==> src/mmg_fifo.sv <==
// Small synchronous queue with registered storage and occupancy count.
module mmg_fifo #(
    parameter int WIDTH = 8,
    parameter int DEPTH = 2
) (
    input  logic             i_clk,
    input  logic             i_rst_n,
    input  logic             i_push,
    input  logic [WIDTH-1:0] i_data,
    input  logic             i_pop,
    output logic [WIDTH-1:0] o_data,
    output logic             o_full,
    output logic             o_empty
);

    localparam int PTR_W = (DEPTH > 1) ? $clog2(DEPTH) : 1;
    localparam int CNT_W = $clog2(DEPTH + 1);

    logic [WIDTH-1:0] r_mem [DEPTH];
    logic [PTR_W-1:0] r_wr, n_wr;
    logic [PTR_W-1:0] r_rd, n_rd;
    logic [CNT_W-1:0] r_cnt, n_cnt;
    logic             w_do_push;
    logic             w_do_pop;

    assign o_full    = (r_cnt == CNT_W'(DEPTH));
    assign o_empty   = (r_cnt == '0);
    assign o_data    = r_mem[r_rd];
    assign w_do_push = i_push && !o_full;
    assign w_do_pop  = i_pop && !o_empty;

    always_comb begin
        n_wr  = r_wr;
        n_rd  = r_rd;
        n_cnt = r_cnt;
        if (w_do_push) begin
            n_wr = (r_wr == PTR_W'(DEPTH - 1)) ? '0 : r_wr + 1'b1;
        end
        if (w_do_pop) begin
            n_rd = (r_rd == PTR_W'(DEPTH - 1)) ? '0 : r_rd + 1'b1;
        end
        if (w_do_push && !w_do_pop) begin
            n_cnt = r_cnt + 1'b1;
        end else if (w_do_pop && !w_do_push) begin
            n_cnt = r_cnt - 1'b1;
        end
    end

    always_ff @(posedge i_clk) begin
        if (!i_rst_n) begin
            r_wr  <= '0;
            r_rd  <= '0;
            r_cnt <= '0;
        end else begin
            r_wr  <= n_wr;
            r_rd  <= n_rd;
            r_cnt <= n_cnt;
        end
    end

    always_ff @(posedge i_clk) begin
        if (w_do_push) begin
            r_mem[r_wr] <= i_data;
        end
    end

endmodule

==> config.mk <==
export PLATFORM = sky130hd
export DESIGN_NAME = mmg_fifo
export DESIGN_NICKNAME = d
export VERILOG_FILES = /design/src/mmg_fifo.sv
export SDC_FILE = /design/constraint.sdc
export NUM_CORES = 1
export LEC_CHECK = 0
export ABC_AREA = 1
export BUFFER_PORTS_ARGS = -buffer_cell sky130_fd_sc_hd__buf_2
export CORE_UTILIZATION = 30
export CTS_CLUSTER_SIZE = 25
export DETAILED_ROUTE_END_ITERATION = 6
export MAX_ROUTING_LAYER = met4
export PLACE_DENSITY = 0.48
export SLEW_MARGIN = 30
export SYNTH_ARGS = -nofsm -noshare
export SYNTH_HDL_FRONTEND = slang
export SYNTH_SLANG_ARGS = --single-unit
==> constraint.sdc <==
create_clock -name i_clk -period 1.8 [get_ports i_clk]
set_input_delay 0.09 -clock i_clk [delete_from_list [all_inputs] [get_ports i_clk]]
set_output_delay 0.09 -clock i_clk [all_outputs]
set_load 0.05 [all_outputs]
# Word level (Yosys, flattened, before mapping)
# Memory sizes are Yosys's and may differ from the RTL's. A register that Yosys moved wholly into a read port is not among the register bits.
# Cells that the tools add are included.
# op_classes
n_reduce_logical	10
n_eq_ne	1
mux	8
addsub	4
# op_table
operator	count
1-bit two-way mux	6
1-bit logical AND	4
1-bit logical NOT	4
2-bit two-way mux	2
1-bit adder (second input constant)	2
2-bit by 1-bit adder with 2-bit output (second input constant)	1
2-bit equality test (second input constant)	1
2-bit logical NOT	1
2-bit nonzero test	1
2-bit by 1-bit subtractor with 2-bit output (second input constant)	1
# word_totals
mem_count	1
ramBits	16
ff_bits	4
input_bits	12
word_cells	27
output_inout_bits	10
# memory_table
memory	words	word_bits	rd	rd_clocked_by_memory_dff	wr	line_no	source
r_mem	2	8	1	1	1	19	logic [WIDTH-1:0] r_mem [DEPTH];

# Longest topological paths before layout
# logic_depth
word_depth	7
depth_mapped	10
depth_no_buf	10

# Worst setup path before layout
# OpenSTA, ideal clock, no wires.
# synth_timing
path_kind	register to register
startpoint	register r_cnt[0]
endpoint	register r_cnt[1]
setup_ns	0.064
synth_period_minus_slack_ns	1.807
slack_ns	-0.007
stages_incl_launch_ff	10
n_path_buf	0
t_required_ns	1.736
t_arrival_ns	1.743
path_cell_list	dfxtp_1 -> nor2_1 -> nor2_2 -> inv_1 -> ha_1 -> inv_1 -> nand3_1 -> nand2_1 -> inv_1 -> nor2_1
# synth_between
elab_chain_len	6
elab_cells_between_ends	15
classes_between	add/sub (2); eq/ne (1); mux (2); reduce/logical (10)
# synth_rtl
element	line_no	source
from (decl)	22	logic [CNT_W-1:0] r_cnt, n_cnt;
from (signal assigned)	57	r_cnt <= n_cnt;
2-bit logical NOT (*)	27	assign o_empty = (r_cnt == '0);
net o_empty	13	output logic o_empty
1-bit logical NOT (*)	30	assign w_do_pop = i_pop && !o_empty;
1-bit logical AND (*)	30	
1-bit logical NOT	42	if (w_do_push && !w_do_pop) begin
1-bit logical AND	42	
2-bit two-way mux / 2-bit nonzero test (equally long branches)	n/a	
# The timed path passes the listed nets; every way through them passes the cells marked *. The select of a mux whose other input is x is not followed.
# A chain may end at the register's enable or synchronous reset.

==> results.ini <==
[grt]
grt_pass1_wl_um=2318
grt_max_degree=12
grt_pass1_vias=559
grtUsageTotal=0.1268
antenna_found_initial=0
grt.overflow.total=0

[cts]
clkTransAtPathRegs_ns=0.10
clockBufferDepth=2
htreeDepth=1
tritoncts=done
clock-sinks=21
insertion_delay_ns=0.30
numCtsBuffers=3
cts_setup_buffers=0
cts-root-buf=clkbuf_4

[pwr]
total_power_mw=1.557
p_per_area_nw_per_um2=1416
p_clk_frac=0.138
p_sw_uw=642.8
p_leak_nw=0.4623
p_sw_frac=0.4129
power.share.combinational=0.424
ir_drop_v=0.0008439
intPower_uw=913.9
seqPwrFrac=0.438

[sta]
setup_slack_ns=0.2408
rsz0062_at_grt=no
finalCritPeriodShare=0.8662
fmax_ghz=0.6414
hold_viol=0
relSlewSlack=0.7452
final.min_clock_period_ns=1.559
worst_slew_pin_slew_ns=0.3816
slew_violations=0
fin_skew_ns=0.002194
totalNegativeSetupSlack_ns=0
setup_viol=0
hold_slack_ns=0.04308

[setup_path]
cp_data_arrival_time_ns=1.47
cp-start-kind=flop
critPathMaxStageDelay_ns=0.56
r2r_cells=9
reg2reg_slack_ns=0.37
reg2reg_to=r_cnt[1]$_SDFFE_PN0P_
r2r-start=r_cnt[1]$_SDFFE_PN0P_
cp_top_family=flip-flops
crit_slowest_cell=dfxtp_1
worstSetupPathType=flop to output port
cp_cell_sequence=mux2_2 -> buf_2
critPathBufInv=1
path_depth=2
endpoint=o_data[7]
required_ns=1.71
path_max_fanout=8
cp-end-kind=output port

[finish]
multi_input_area_um2=206.4
fin_nets=113
fillers=261
drive_above_1_share=0.4040
syn_to_final_growth_pct=33.59
seq_area_um2=580.6
n_antenna_cell=0

[die]
start_util=0.3235
std_cell_rows=18
io-pin-count=22
die_y_um=54.39
die_area_um2=2958
die_width_um=54.39
core_area_um2=2545

[synth]
yosys_warnings=0
synth_top_family_by_area=multiplexers
muxShareOfSynthArea=0.1094
syn_area_per_cell_um2=13.07
yosys_register_bits=21
synthCells=63
synth_compound_area_frac=0.02888
synth_area_um2=823.3
synthAdderAreaFrac=0.01520
synth_nets=76
synth_simple_gate_area_frac=0.09422
synth_seq_area_share=0.7052
yosysUniqueCellTypes=15
synthXorXnorAreaFrac=0

[detailed_routing]
wl_um=1337
first_pass_iters=3
drcViolationCount=0
wl_per_cell_um=10.36
ant_nets=0
vias=549
drt_iter0_markers=6
via_per_inst=4.256

[placement]
pre_cts_ws_ns=0.3911
place_hpwl_um=980.4
port_buffers=21
gp_congestion=0.7525

[outcome]
outcome=finished, final reports clean

[worst_hold_path]
hp-class=primary input to flop

[job]
maxCapViolations=0

## synthesized netlist by cell type (all sizes together)
master  count  area (um2)
o21ai       3       18.77
nand4       1       6.260
buf         1       5.000
edfxtp     16       480.5
ha          1       12.51
a21oi       1       5.000
mux2        8       90.09
nand3       1       5.000
dfxtp       5       100.1
inv         9       33.78
nor2       11       43.80
nand2       6       22.52
## power by group through the flow
stage	logic, mW	registers (mW)	clock network (mW)
floorplan	0.529	0.663	0
global placement	0.648	0.692	0
detailed placement	0.651	0.694	0
CTS	0.667	0.684	0.230
global route	0.725	0.698	0.256
finish	0.660	0.682	0.216
## worst min-delay path, stage by stage
cell	delay, ns
buf_2	0.12
nand2_1	0.06
nor2_1	0.03
## cell usage in the layout, fill, tap and decap left out, drive strengths merged
| cell | netlist | layout |
|---|---|---|
| buf | 1 | 25 |
| edfxtp | 16 | 16 |
| nor2 | 11 | 11 |
| inv | 9 | 9 |
| mux2 | 8 | 8 |
| dlygate4sd3 | 0 | 8 |
| nand2 | 6 | 6 |
| dfxtp | 5 | 5 |
| clkbuf | 0 | 4 |
| o21ai | 3 | 3 |
| a21oi | 1 | 1 |
| nand3 | 1 | 1 |
| nand4 | 1 | 1 |
| ha | 1 | 1 |
## worst min path at each step
stage / startpoint / endpoint / cells past startpoint
2_1_floorplan: i_data[0] / r_mem[0][0]$_DFFE_PP_ / 0
3_3_place_gp: i_data[2] / r_mem[0][2]$_DFFE_PP_ / 1
3_5_place_dp: i_data[2] / r_mem[1][2]$_DFFE_PP_ / 1
4_1_cts: i_rst_n / r_cnt[1]$_SDFFE_PN0P_ / 3
5_1_grt: i_rst_n / r_cnt[1]$_SDFFE_PN0P_ / 3
6_report: i_rst_n / r_cnt[1]$_SDFFE_PN0P_ / 3
## metrics by stage
stage,cell area [um2],cells,utilization
after floorplan,825.8,63,-
after CTS,1100,129,0.4322
after global routing,1100,129,0.4322
after detailed placement,993.5,117,0.3904
final,1100,129,0.4322
after global placement,993.5,117,0.3904
## kinds of logic after synthesis
family                     Yosys count
DFF                                 21
and+or+nand+nor                     19
buffers and inverters               10
muxes                                8
AOI/OAI and AO/OA                    4
adders and majority gates            1
## per-layer routing
metal,global-route usage,vias up,share of wire
met5,-,-,0
met4,0.08974,0,0.031
met3,0.05000,5,0.052
met2,0.2073,14,0.52
met1,0.1211,246,0.40
li1,-,284,-
## final cells by class
type                    count  area share
repair buffers             33      0.1957
inverters                   9     0.03072
clock buffers               4     0.02389
multi-input cells          32      0.1877
well taps                  30     0.03413
flip-flops and latches     21      0.5279
## timing repair
action                                 CTS  global route
hold buffers                             8             0
endpoints found under the hold margin   16             0
resized for setup                        0             0
## sequential cells by signal, summed over array words and instances (netlist names), named ones only
signal  flops
r_mem      16
r_cnt       2
r_rd        1
r_wr        1
(Power assumes the default switching activity.)
