==> config.mk <==
export PLATFORM = sky130hd
export DESIGN_NAME = mmg_front
export DESIGN_NICKNAME = d
export VERILOG_FILES = /design/src/mmg_pkg.sv /design/src/mmg_front.sv
export SDC_FILE = /design/constraint.sdc
export NUM_CORES = 2
export LEC_CHECK = 0
export BUFFER_PORTS_ARGS = -buffer_cell sky130_fd_sc_hd__buf_4
export CORE_ASPECT_RATIO = 1.5
export CORE_MARGIN = 2
export CORE_UTILIZATION = 60
export DETAILED_ROUTE_END_ITERATION = 8
export PLACE_DENSITY_LB_ADDON = 0.3
export SYNTH_ARGS = -nofsm -noshare
export SYNTH_HDL_FRONTEND = slang
export SYNTH_SLANG_ARGS = --single-unit
export TNS_END_PERCENT = 100
==> constraint.sdc <==
create_clock -name vclk -period 25.1
set_clock_uncertainty 0.1 [all_clocks]
set_input_delay 2.51 -clock vclk [all_inputs]
set_output_delay 2.51 -clock vclk [all_outputs]
set_load 0.02 [all_outputs]
==> src/mmg_pkg.sv <==
// Shared types, constants and arithmetic helpers of the mixing matrix generator.
package mmg_pkg;

    localparam int ANGLE_WIDTH = 16;
    localparam int OUT_WIDTH   = 16;
    localparam int OUT_FRAC    = OUT_WIDTH - 2;
    localparam int PHASE_W     = 32;
    localparam int VAL_W       = 34;
    localparam int OUT_SHIFT   = 30 - OUT_FRAC;
    localparam int NUM_ENTRIES = 9;

    // one full turn per 2^32, scaled by 2^28 / (2 pi)
    localparam logic [26:0] TURN_K = 27'd42722830;

    localparam logic [PHASE_W-1:0] QUARTER_TURN = 32'h4000_0000;
    localparam logic [31:0]        SIN_C0       = 32'd172272;

    localparam logic [2*VAL_W-1:0] ROUND_Q30 = (2*VAL_W)'(64'h2000_0000);
    localparam logic [VAL_W:0]     OUT_HALF  = (VAL_W+1)'(1) << (OUT_SHIFT - 1);
    localparam logic [VAL_W:0]     OUT_LIMIT = (VAL_W+1)'(1) << OUT_FRAC;

    typedef logic signed [VAL_W-1:0] t_val;

    typedef struct packed {
        logic signed [ANGLE_WIDTH-1:0] theta_12;
        logic signed [ANGLE_WIDTH-1:0] theta_13;
        logic signed [ANGLE_WIDTH-1:0] theta_23;
        logic signed [ANGLE_WIDTH-1:0] cp_phase;
        logic                          sign_select;
    } t_in_item;

    typedef struct packed {
        logic [1:0]                  row_index;
        logic [1:0]                  col_index;
        logic signed [OUT_WIDTH-1:0] real_part;
        logic signed [OUT_WIDTH-1:0] imag_part;
        logic                        last_entry;
    } t_out_item;

    typedef struct packed {
        logic [PHASE_W-1:0] p12;
        logic [PHASE_W-1:0] p13;
        logic [PHASE_W-1:0] p23;
        logic [PHASE_W-1:0] pd;
    } t_phase_set;

    typedef enum logic [1:0] {
        BK_IDLE,
        BK_TRIG,
        BK_PROD,
        BK_EMIT
    } t_back_state;

    // slots of the sine/cosine table, ordered as the trig sweep visits them
    localparam logic [2:0] T_S12 = 3'd0;
    localparam logic [2:0] T_C12 = 3'd1;
    localparam logic [2:0] T_S13 = 3'd2;
    localparam logic [2:0] T_C13 = 3'd3;
    localparam logic [2:0] T_S23 = 3'd4;
    localparam logic [2:0] T_C23 = 3'd5;
    localparam logic [2:0] T_SD  = 3'd6;
    localparam logic [2:0] T_CD  = 3'd7;

    // Horner coefficients of the quarter sine, Q30
    function automatic logic [31:0] horner_coef(input logic [2:0] k);
        logic [31:0] c;
        case (k)
            3'd1:    c = 32'd5026996;
            3'd2:    c = 32'd85569305;
            3'd3:    c = 32'd693598669;
            3'd4:    c = 32'd1686629713;
            default: c = 32'd0;
        endcase
        return c;
    endfunction

    // Q30 product rounded half away from zero
    function automatic t_val mul30(input t_val a, input t_val b);
        logic [VAL_W-1:0]   ua;
        logic [VAL_W-1:0]   ub;
        logic [2*VAL_W-1:0] pr;
        logic [VAL_W-1:0]   m;
        ua = a[VAL_W-1] ? VAL_W'(-a) : VAL_W'(a);
        ub = b[VAL_W-1] ? VAL_W'(-b) : VAL_W'(b);
        pr = ua * ub;
        pr = pr + ROUND_Q30;
        m  = pr[30 +: VAL_W];
        return (a[VAL_W-1] ^ b[VAL_W-1]) ? t_val'(-m) : t_val'(m);
    endfunction

    // Q30 to output format: round half away from zero, saturate at one
    function automatic logic signed [OUT_WIDTH-1:0] to_out(input t_val v);
        logic [VAL_W-1:0] mag;
        logic [VAL_W:0]   rnd;
        mag = v[VAL_W-1] ? VAL_W'(-v) : VAL_W'(v);
        rnd = ({1'b0, mag} + OUT_HALF) >> OUT_SHIFT;
        if (rnd > OUT_LIMIT) begin
            rnd = OUT_LIMIT;
        end
        return v[VAL_W-1] ? OUT_WIDTH'(-rnd) : OUT_WIDTH'(rnd);
    endfunction

endpackage

==> src/mmg_front.sv <==
// Front end: takes input beats and turns the angles into turn phases.
module mmg_front
    import mmg_pkg::*;
(
    input  logic       push,
    input  t_in_item   i_item,
    input  logic       i_q_full,
    output logic       o_full,
    output logic       o_q_push,
    output t_phase_set o_phases
);

    localparam int PROD_W = ANGLE_WIDTH + 28;

    // phase = round(angle * K / 2^8), kept modulo one turn
    function automatic logic [PHASE_W-1:0] to_phase(input logic signed [ANGLE_WIDTH-1:0] a);
        logic signed [PROD_W-1:0] pr;
        pr = PROD_W'(a) * PROD_W'(signed'({1'b0, TURN_K}));
        pr = pr + PROD_W'(128);
        return pr[39:8];
    endfunction

    logic [PHASE_W-1:0] w_pd;

    assign o_full   = i_q_full;
    assign o_q_push = push && !i_q_full;

    always_comb begin
        w_pd         = to_phase(i_item.cp_phase);
        o_phases.p12 = to_phase(i_item.theta_12);
        o_phases.p13 = to_phase(i_item.theta_13);
        o_phases.p23 = to_phase(i_item.theta_23);
        // antiparticle: flip the phase modulo one turn
        o_phases.pd  = i_item.sign_select ? (~w_pd + 1'b1) : w_pd;
    end

endmodule

# ---- After elaboration in Yosys (flattened, before gate mapping)
# Index checks and enable logic that the tools add are counted.
dict set report totals {
  reg_bits 0
  inputBits 67
  output_inout_bits 130
  elab_cells 13
}
dict set report classes {
  addsub 5
  mul 4
  n_mux 1
  n_bitwise 1
  reduce_logical 2
}
# operator count
set op_table {}
lappend op_table {{$add 40x9->40 const B} 4}
lappend op_table {{$mul 16x26->39 const B} 4}
lappend op_table {{$add 32x1->32 const B} 1}
lappend op_table {{$mux 32} 1}
lappend op_table {{$not 32->32} 1}
lappend op_table {{$logic_and 1x1->1} 1}
lappend op_table {{$logic_not 1->1} 1}

# ---- Logic depth before layout (Yosys ltp)
dict set report depth {
  word_depth 5
  depth_mapped 30
  depth_no_buf 26
}

# ---- Worst setup path before layout
# Ideal clock, no wire load.
dict set report synth_path {
  path_type {in2out}
  start {input i_item[5] (netlist name)}
  end {output o_phases[30] (netlist name)}
  t_arrival_ps 9721
  required_time_ps 22490
  setup_slack_ps 12769
  stages 25
  path_buffers 1
  path_cell_list {fa_1 -> fa_1 -> inv_1 -> fa_1 -> inv_1 -> fa_1 -> fa_1 -> inv_1 -> fa_1 -> inv_1 -> ha_1 -> a21oi_1 -> o21ai_0 -> or2_1 -> o31a_1 -> a21oi_2 -> a21bo_1 -> or4_1 -> buf_2 -> nor3_1 -> nand2_1 -> xor2_1 -> nand4_1 -> o41ai_1 -> xnor2_1}
}
# element line_no
set synth_lines {}
lappend synth_lines {{start: declaration} mmg_front.sv:6} ;# input t_in_item i_item,
lappend synth_lines {{end: declaration} mmg_front.sv:10} ;# output t_phase_set o_phases

==> results.yml <==
yosys:
  netlist_top_cells_area: "fa_1, ha_1, inv_1"
  syn_inst: 3469
  yosysWarnings: 0
  synth_top_area_cell: "fa_1"
  synth_cell_type_count: 104
  syn_area_per_cell_um2: 8.91
  synth_fp_nets: 4689
  seq_area_frac_synth: 0
  synthesis.area_um2: 30900
  synth_top_area_frac: 0.295
route:
  drc: 0
  wl_met3_um: 2610
  vias: 24500
  wl_per_cell_um: 17.9
  routed.top_layer: "met4"
  drtIter0Drc: 995
  routed_via_density: 5.73
  antenna_left: 0
  drt_first_pass_iters: 5
  routed_wl_um: 76400
  drt-met1-wl_um: 28300
  route.met2.wl_um: 41600
die:
  die_y_um: 282
  initial_core_util: 0.608
  die_x_um: 189
  row_count: 101
  fp.dieArea_um2: 53400
  core_um2: 50800
  io_pins: 197
global_routing:
  grt_pass1_vias: 25900
  grt_max_degree: 35
  grtUsageTotal: 0.291
  overflow: 0
  antenna_found_initial: 0
  grt_pass1_wl_um: 125000
final_layout:
  multiInputGateArea_um2: 27600
  final_nets: 4821
  post-route-util: 0.647
  n_fill_cell: 4297
  seqCellArea_um2: 0
  antenna_cells: 0
  nFlopsAndLatches: 0
  layout-drive-gt1-share: 0.0736
  clockBufferCount: 0
  area_delta_synth_final_pct: 6.40
  finalNonFillerCells: 4268
worst_setup_path:
  path_class: "input pin to output port"
  start_kind: "input pin"
  crit_arrival_ns: 10.60
  startpoint: "i_item[5]"
  crit_path_end: "o_phases[31]"
  crit_path_max_fanout: 8
  worst-endpoint-required_ns: 22.49
  endpoint_kind: "output port"
sta:
  rsz0062_at_grt: "false"
  hold_violations: 0
  slew_headroom: 0.417
  clock.fmax_ghz: 0.0757
  final_max_slew_viol_count: 0
  setup_tns_ns: 0
  period_share: 0.526
  worstMarginPinSlew_ns: 0.867
  setup_viol: 0
  finalCriticalPeriod_ns: 13.21
place:
  port_buffers: 197
  place_hpwl_um: 69300
  dp.cells: 4268
  gp_congestion: 0.951
clock_tree:
  cts_hold_buf: 0
  cts_setup_buffers: 0
  cts_resized: 0
job:
  drv_cap: 0
outcome:
  status: "finished clean"
hold_path:
  hp-class: "input pin to output port"
[cell families (layout without fill, tap and decap cells)]
logic type | count (synthesis) | count (layout) | share of synthesized area
compound gates | 517 | 517 | 0.117
buf+inv | 860 | 990 | 0.107
xor+xnor | 283 | 283 | 0.0804
simple gates | 639 | 639 | 0.112
fa+ha+maj | 1153 | 1153 | 0.577
mux | 17 | 17 | 0.00571
[cells in the final DEF, fill, tap and decap left out, types with 7 or more instances in the layout]
cell         n
nand2_1    137
nor4_1      19
xor2_1      99
nand2b_1    17
o21bai_1    13
or3_1       18
a21o_1      55
and4_1       9
nor3_1      76
o31ai_1     13
and3_1      23
o21ai_0     88
a211o_1      8
buf_4      198
nor2_1     113
nand3_1     60
a221o_1      7
nor3b_1     12
o21a_1      22
a31oi_1     21
or4_1       11
xnor2_1    183
a211oi_1    24
nand4_1     44
a21boi_0     7
or2_2       13
inv_1      792
fa_1       455
mux2i_1     12
o2111ai_1    8
o211a_1      8
o41ai_1      9
a2111oi_0    7
o211ai_1    17
nor2b_1     18
and2_1      24
a21oi_1    124
ha_1       698
a221oi_1     7
[critical path, cell delays in order]
cell and delay [ns]:
buf_4 0.15, fa_1 0.59, fa_1 0.54, inv_1 0.05, fa_1 0.52, inv_1 0.06
fa_1 0.46, fa_1 0.55, inv_1 0.06, fa_1 0.53, inv_1 0.04, ha_1 0.37
a21oi_1 0.21, o21ai_0 0.11, or2_1 0.26, o31a_1 0.32, o21ai_2 0.24, o31ai_1 0.19
or4_1 0.70, nor3_1 0.76, nand2_1 0.15, xor2_1 0.25, nand4_1 0.18, o41ai_1 0.45
xnor2_1 0.18, buf_4 0.17
[cell usage after synthesis, drive strengths merged (14+ instances only)]
master and count:
xnor2 184, a211oi 26, nor3 79, inv 792, nor4 25, and2 25
nand4 45, o21a 22, o211ai 17, nand2 137, a31oi 22, or3 19
and3 26, o21ai 93, a21oi 127, or2 14, o31ai 14, fa 455
nand3 63, o21bai 14, ha 698, nor2b 18, xor2 99, nand2b 18
clkbuf 44, a21o 55, buf 24, nor2 114
[metrics by stage]
stage	setup WS [ns]	hold WS [ns]	cell area [µm²]
floorplan	12.77	5.00	30900
detailed placement	11.96	5.13	32900
global placement	12.06	5.13	32900
global route	11.32	5.14	32900
CTS	11.93	5.13	32900
finish	11.89	5.13	32900
[metal layers]
metal,global-route usage,vias up
met5,0,-
met1,0.319,11900
li1,-,11800
met4,0.124,0
met2,0.575,588
met3,0.0177,198
[how the worst min path moves through the flow]
stage / from / endpoint / cells past startpoint
floorplan: i_q_full / o_q_push / 1
global placement: i_q_full / o_full / 2
detailed placement: i_q_full / o_full / 2
CTS: i_q_full / o_full / 2
global route: i_q_full / o_full / 2
finish: i_q_full / o_full / 2
[area by class of cell]
class	count	share of cell area
Inverter	792	0.0904
Timing Repair Buffer	198	0.0452
Multi-Input combinational cell	2609	0.839
Tap cell	669	0.0255
Power is not shown: default switching activity piles up to over one toggle a cycle in this logic, so the estimate is an artifact.
